--- src/hdl/cfe2e_pkg.sv ---
// Package for the CAN frame end-to-end checker.
// Holds the transfer payload types, status codes, check constants and the CRC-8 function.
// Depends on nothing.
`default_nettype none

package cfe2e_pkg;

    localparam int COUNT_BITS_DEF = 32;
    localparam int STAT_BITS      = 32;

    localparam logic [3:0] DLC_FRAME  = 4'd8;
    localparam logic [7:0] CRC_INIT   = 8'hFF;
    localparam logic [7:0] CRC_POLY   = 8'h1D;
    localparam logic [7:0] CRC_XOROUT = 8'hFF;
    localparam logic [7:0] IGN_MAX    = 8'd1;
    localparam logic [7:0] GEAR_MAX   = 8'd2;

    typedef enum logic [2:0] {
        ST_OK       = 3'd0,
        ST_LENGTH   = 3'd1,
        ST_CRC      = 3'd2,
        ST_SEQUENCE = 3'd3,
        ST_VALUE    = 3'd4
    } status_t;

    typedef struct packed {
        logic [3:0] frame_length;
        logic [7:0] byte0;
        logic [7:0] byte1;
        logic [7:0] byte2;
        logic [7:0] byte3;
        logic [7:0] byte4;
        logic [7:0] byte5;
        logic [7:0] byte6;
        logic [7:0] byte7;
    } in_item_t;

    typedef struct packed {
        status_t                  status;
        logic signed [15:0]       target_speed;
        logic signed [15:0]       target_yaw_rate;
        logic                     ignition;
        logic [1:0]               gear;
        logic [3:0]               alive_value;
        logic [STAT_BITS-1:0]     length_error_count;
        logic [STAT_BITS-1:0]     crc_error_count;
        logic [STAT_BITS-1:0]     value_error_count;
        logic [STAT_BITS-1:0]     sequence_error_count;
        logic [STAT_BITS-1:0]     accepted_count;
    } out_item_t;

    typedef struct packed {
        status_t            status;
        logic signed [15:0] target_speed;
        logic signed [15:0] target_yaw_rate;
        logic               ignition;
        logic [1:0]         gear;
        logic [3:0]         alive_value;
    } dec_t;

    typedef struct packed {
        logic len;
        logic crc;
        logic val;
        logic seq;
        logic acc;
    } bump_t;

    typedef struct packed {
        dec_t       dec;
        bump_t      bump;
        logic       load_alive;
        logic [3:0] alive;
    } check_res_t;

    // one byte through CRC-8 SAE J1850, MSB first
    function automatic logic [7:0] crc8_byte(input logic [7:0] crc_in, input logic [7:0] data);
        logic [7:0] c;
        c = crc_in ^ data;
        for (int k = 0; k < 8; k++) begin
            if (c[7]) begin
                c = {c[6:0], 1'b0} ^ CRC_POLY;
            end else begin
                c = {c[6:0], 1'b0};
            end
        end
        return c;
    endfunction

endpackage

`default_nettype wire

--- src/hdl/cfe2e_check.sv ---
// Frame checks of the CAN frame end-to-end checker: length, CRC-8, alive counter, ranges.
// Purely combinational; depends on cfe2e_pkg.
`default_nettype none

module cfe2e_check
    import cfe2e_pkg::*;
(
    input  wire in_item_t   item,
    input  wire logic       seq_seen,
    input  wire logic [3:0] prev_alive,
    output check_res_t      res
);

    logic [7:0] bytes [7];
    logic [7:0] crc_calc;
    logic [3:0] alive;
    logic [3:0] alive_exp;

    assign bytes[0] = item.byte0;
    assign bytes[1] = item.byte1;
    assign bytes[2] = item.byte2;
    assign bytes[3] = item.byte3;
    assign bytes[4] = item.byte4;
    assign bytes[5] = item.byte5;
    assign bytes[6] = item.byte6;

    always_comb begin
        logic [7:0] c;
        c = CRC_INIT;
        for (int i = 0; i < 7; i++) begin
            c = crc8_byte(c, bytes[i]);
        end
        crc_calc = c ^ CRC_XOROUT;
    end

    assign alive     = item.byte6[3:0];
    assign alive_exp = prev_alive + 4'd1;

    always_comb begin
        res            = '0;
        res.dec.status = ST_OK;
        res.alive      = alive;
        if (item.frame_length != DLC_FRAME) begin
            res.dec.status = ST_LENGTH;
            res.bump.len   = 1'b1;
        end else if (crc_calc != item.byte7) begin
            res.dec.status = ST_CRC;
            res.bump.crc   = 1'b1;
        end else if (item.byte6[7:4] != 4'd0) begin
            res.dec.status = ST_VALUE;
            res.bump.val   = 1'b1;
        end else if (seq_seen && (alive != alive_exp)) begin
            res.dec.status = ST_SEQUENCE;
            res.bump.seq   = 1'b1;
            res.load_alive = 1'b1;
        end else begin
            res.load_alive = 1'b1;
            if ((item.byte4 > IGN_MAX) || (item.byte5 > GEAR_MAX)) begin
                res.dec.status = ST_VALUE;
                res.bump.val   = 1'b1;
            end else begin
                res.dec.target_speed    = signed'({item.byte1, item.byte0});
                res.dec.target_yaw_rate = signed'({item.byte3, item.byte2});
                res.dec.ignition        = item.byte4[0];
                res.dec.gear            = item.byte5[1:0];
                res.dec.alive_value     = alive;
                res.bump.acc            = 1'b1;
            end
        end
    end

endmodule

`default_nettype wire

--- config.mk ---
export PLATFORM = sky130hd
export DESIGN_NAME = cfe2e_check
export DESIGN_NICKNAME = d
export VERILOG_FILES = /design/src/hdl/cfe2e_pkg.sv /design/src/hdl/cfe2e_check.sv
export SDC_FILE = /design/constraint.sdc
export NUM_CORES = 1
export LEC_CHECK = 0
export BUFFER_PORTS_ARGS = -buffer_cell sky130_fd_sc_hd__buf_4
export CAP_MARGIN = 20
export CORE_MARGIN = 2
export CORE_UTILIZATION = 35
export DETAILED_ROUTE_END_ITERATION = 7
export GPL_TIMING_DRIVEN = 0
export PLACE_DENSITY = 0.58
export SLEW_MARGIN = 40
export SYNTH_ARGS = -nofsm -noshare
export SYNTH_HDL_FRONTEND = slang
export SYNTH_SLANG_ARGS = --single-unit
--- constraint.sdc ---
create_clock -name vclk -period 17
set_input_delay 3.4 -clock vclk [all_inputs]
set_output_delay 3.4 -clock vclk [all_outputs]
set_load 0.005 [all_outputs]
# Word level (Yosys, flattened, before mapping)
# Cells that the tools add are included.
word_totals:
  reg_bits: 0
  output_inout_bits: 52
  wordCells: 150
classes:
  bitwise: 64
  add_sub_neg: 1
  n_eq_ne: 3
  n_lt_le_gt_ge: 2
  reduce_logical: 3
  n_mux: 77
op_table:
  columns: ["operator", "n"]
  rows:
  - ["5-bit two-way mux", 57]
  - ["4-bit NOT", 56]
  - ["39-bit two-way mux", 5]
  - ["8-bit XOR", 6]
  - ["3-bit two-way mux", 6]
  - ["8-bit NOT", 2]
  - ["8-bit by 1-bit > comparator with 1-bit output (second input constant)", 1]
  - ["8-bit by 2-bit > comparator with 1-bit output (second input constant)", 1]
  - ["1-bit two-way mux", 8]
  - ["8-bit != test", 1]
  - ["4-bit by 1-bit adder with 4-bit output (second input constant)", 1]
  - ["4-bit two-way mux", 1]
  - ["4-bit != test", 1]
  - ["4-bit != test (second input constant)", 1]
  - ["4-bit nonzero test", 1]
  - ["1-bit logical AND", 1]
  - ["1-bit logical OR", 1]

# Logic depth before layout (Yosys ltp)
logic_depth:
  depth_word: 123
  depth_mapped: 16

# Worst setup path after synthesis
# Ideal clock, no wire load.
synth_timing:
  path_type: "in2out"
  start: "input port item[59] (netlist bit)"
  end: "output port res[51] (netlist bit)"
  path_stages: 16
  path_slack_ns: 5.494
  arrival_ns: 8.106
  path_cell_list: "buf_4 > xnor2_1 > xnor3_1 > xnor3_1 > xor3_1 > xor3_1 > xnor3_1 > xnor3_2 > xor3_2 > xnor2_1 > or3_1 > a211oi_2 > o22ai_2 > buf_6 > nor3_2 > buf_4"
synth_rtl:
  columns: ["item", "line_no", "rtl"]
  rows:
  - ["start: declaration", "cfe2e_check.sv:8", "input wire in_item_t item,"]
  - ["end: declaration", "cfe2e_check.sv:11", "output check_res_t res"]

==> flow_metrics.py <==
metrics = {
    "worst_setup_path": {
        "crit_required_ns": 13.60,
        "end_kind": "output port",
        "start_kind": "input pin",
        "worstSetupPathType": "in2out",
        "critical-path-top-delay-family": "XOR/XNOR gates",
        "crit_path_top_delay_cell": "xnor3_1",
        "cp.arrival_ns": 8.73,
        "path_cells": "buf_4 -> xnor2_1 -> xnor3_1 -> xnor3_1 -> xor3_1 -> xor3_1 -> xnor3_1 -> xnor3_2 -> xor3_2 -> xnor2_1 -> or3_1 -> a211oi_2 -> o22ai_2 -> buf_6 -> nor3_2 -> buf_4 -> buf_4",
        "max_stage_delay_ns": 0.53,
        "cp_max_fo": 10,
        "cp.buffers_inverters": 4,
    },
    "placement": {
        "port-buffer-count": 118,
        "place.gp.congestion": 0.7843,
        "dpl.hpwl_um": 8484,
        "post-place-ws_ns": 4.825,
    },
    "synthesis": {
        "ys_warn_count": 0,
        "yosys.area.top_type_share": 0.2668,
        "synthCells": 336,
        "ys_seq_area_frac": 0,
        "ys_top_cells_by_area": "xnor3_1 27%, xnor2_1 23%, nor3_2 11%, xor2_1 6.8%, xnor2_2 5.4%",
        "avgSynthCellArea_um2": 10.80,
        "syn_area_um2": 3630,
        "synth_cell_types": 39,
        "syn_nets": 410,
        "synth_area_leader_cell": "xnor3_1",
    },
    "floorplanning": {
        "row_count": 37,
        "die_area_um2": 11200,
        "die_x_um": 105.8,
        "start_util": 0.3564,
        "ios": 125,
        "core-area_um2": 10180,
        "die_y_um": 105.8,
    },
    "drt": {
        "ant_nets": 0,
        "dr.pass1.iters": 4,
        "drt-vias-per-instance": 4.549,
        "drt_iter0_drc": 78,
        "route.detailed.drc": 0,
        "vias": 2684,
        "wl_met2_um": 4737,
        "wl_met1_um": 4290,
        "wl_met3_um": 442,
        "avgRoutedWirePerCell_um": 16.05,
        "top_layer": "met3",
        "wirelength_um": 9470,
    },
    "final_layout": {
        "drive_above_1_share": 0.4449,
        "mostFrequentLayoutCells": "125 x buf_4, 97 x xnor2_1, 43 x xnor3_1",
        "nClkBuffers": 0,
        "seq_cell_count": 0,
        "final_common_cell": "buf_4",
        "register_area_um2": 0,
        "nFillCells": 1019,
        "nNetsFinal": 530,
        "syn2layout_area_growth_pct": 29.09,
        "multi_input_area_um2": 3332,
        "n_antenna_cell": 0,
    },
    "cts": {
        "cts_resized": 0,
        "post_cts_buffers": 0,
        "cts_hold_buf": 0,
    },
    "timing": {
        "setup_violations": 0,
        "finalCritPeriodShare": 0.7135,
        "max-slew-margin-rel": 0.4267,
        "slew_viol_final": 0,
        "max_freq_mhz": 82.44,
        "hold_violations": 0,
        "setup_slack_ns": 4.871,
        "setup_tns_ns": 0,
        "min_period_ns": 12.13,
        "tightest_slew_ns": 0.8599,
        "rsz0062_at_grt": "false",
    },
    "run": {
        "max_cap_violations": 0,
    },
    "global_route": {
        "grt_pass1_wl_um": 14800,
        "gr-total-overflow": 0,
        "grt_pass1_vias": 2699,
        "grt_antenna_before_repair": 0,
        "grt_start_max_net_pins": 11,
        "grt_usage": 0.1673,
    },
    "hold_path": {
        "hp-class": "in2out",
    },
    "outcome": {
        "outcome": "complete, no violations",
    },
}
[synthesized netlist by cell type (2+ instances only)]
library cell  number
nor2_1             3
xor2_1            28
nand3_1            3
nor3_1             4
or3_1              3
xnor2_1           97
xnor3_1           43
a211oi_2           2
buf_2              6
nand2_1            3
buf_4              7
xor3_2             2
xnor2_2           12
xnor3_2            4
nor4_1             4
and3_1             2
buf_6              5
inv_1             40
xnor2_4            2
xor3_1             8
nor3_2            40
[layout make-up]
class,instances,area share
well taps,136,0.03632
multi-input cells,276,0.7111
plain buffers,20,0.03151
inverters,40,0.03204
repair buffers,118,0.1891
[logic make-up (layout without fill, tap and decap cells)]
| family | count (synthesis) | in the layout | synth area share |
|---|---|---|---|
| xor gates and xnor gates | 197 | 197 | 0.7342 |
| adders and majority gates | 1 | 1 | 0.003447 |
| and+or+nand+nor | 67 | 67 | 0.1524 |
| AOI/OAI and AO/OA | 11 | 11 | 0.02792 |
| buffers and inverters | 60 | 178 | 0.08204 |
[final timing paths]
check | startpoint | endpoint | slack, ns | depth (start not counted)
min | item[9] | res[1] | 7.10 | 3
max | item[59] | res[51] | 4.87 | 17
[routing by layer]
metal,track usage,up-vias
met5,0,-
met4,0,0
met3,0.009895,0
met2,0.3106,92
met1,0.2274,1248
li1,-,1344
[stage by stage]
stage	area [um2]	utilization	hold slack [ns]	cells
after global placement	4686	0.4601	7.101	590
final	4686	0.4601	7.096	590
after CTS	4686	0.4601	7.098	590
after global routing	4686	0.4601	7.108	590
after detailed placement	4686	0.4601	7.096	590
after floorplan	3630	-	6.881	336
Power is not shown: default switching activity piles up to over one toggle a cycle in this logic, so the estimate is an artifact.
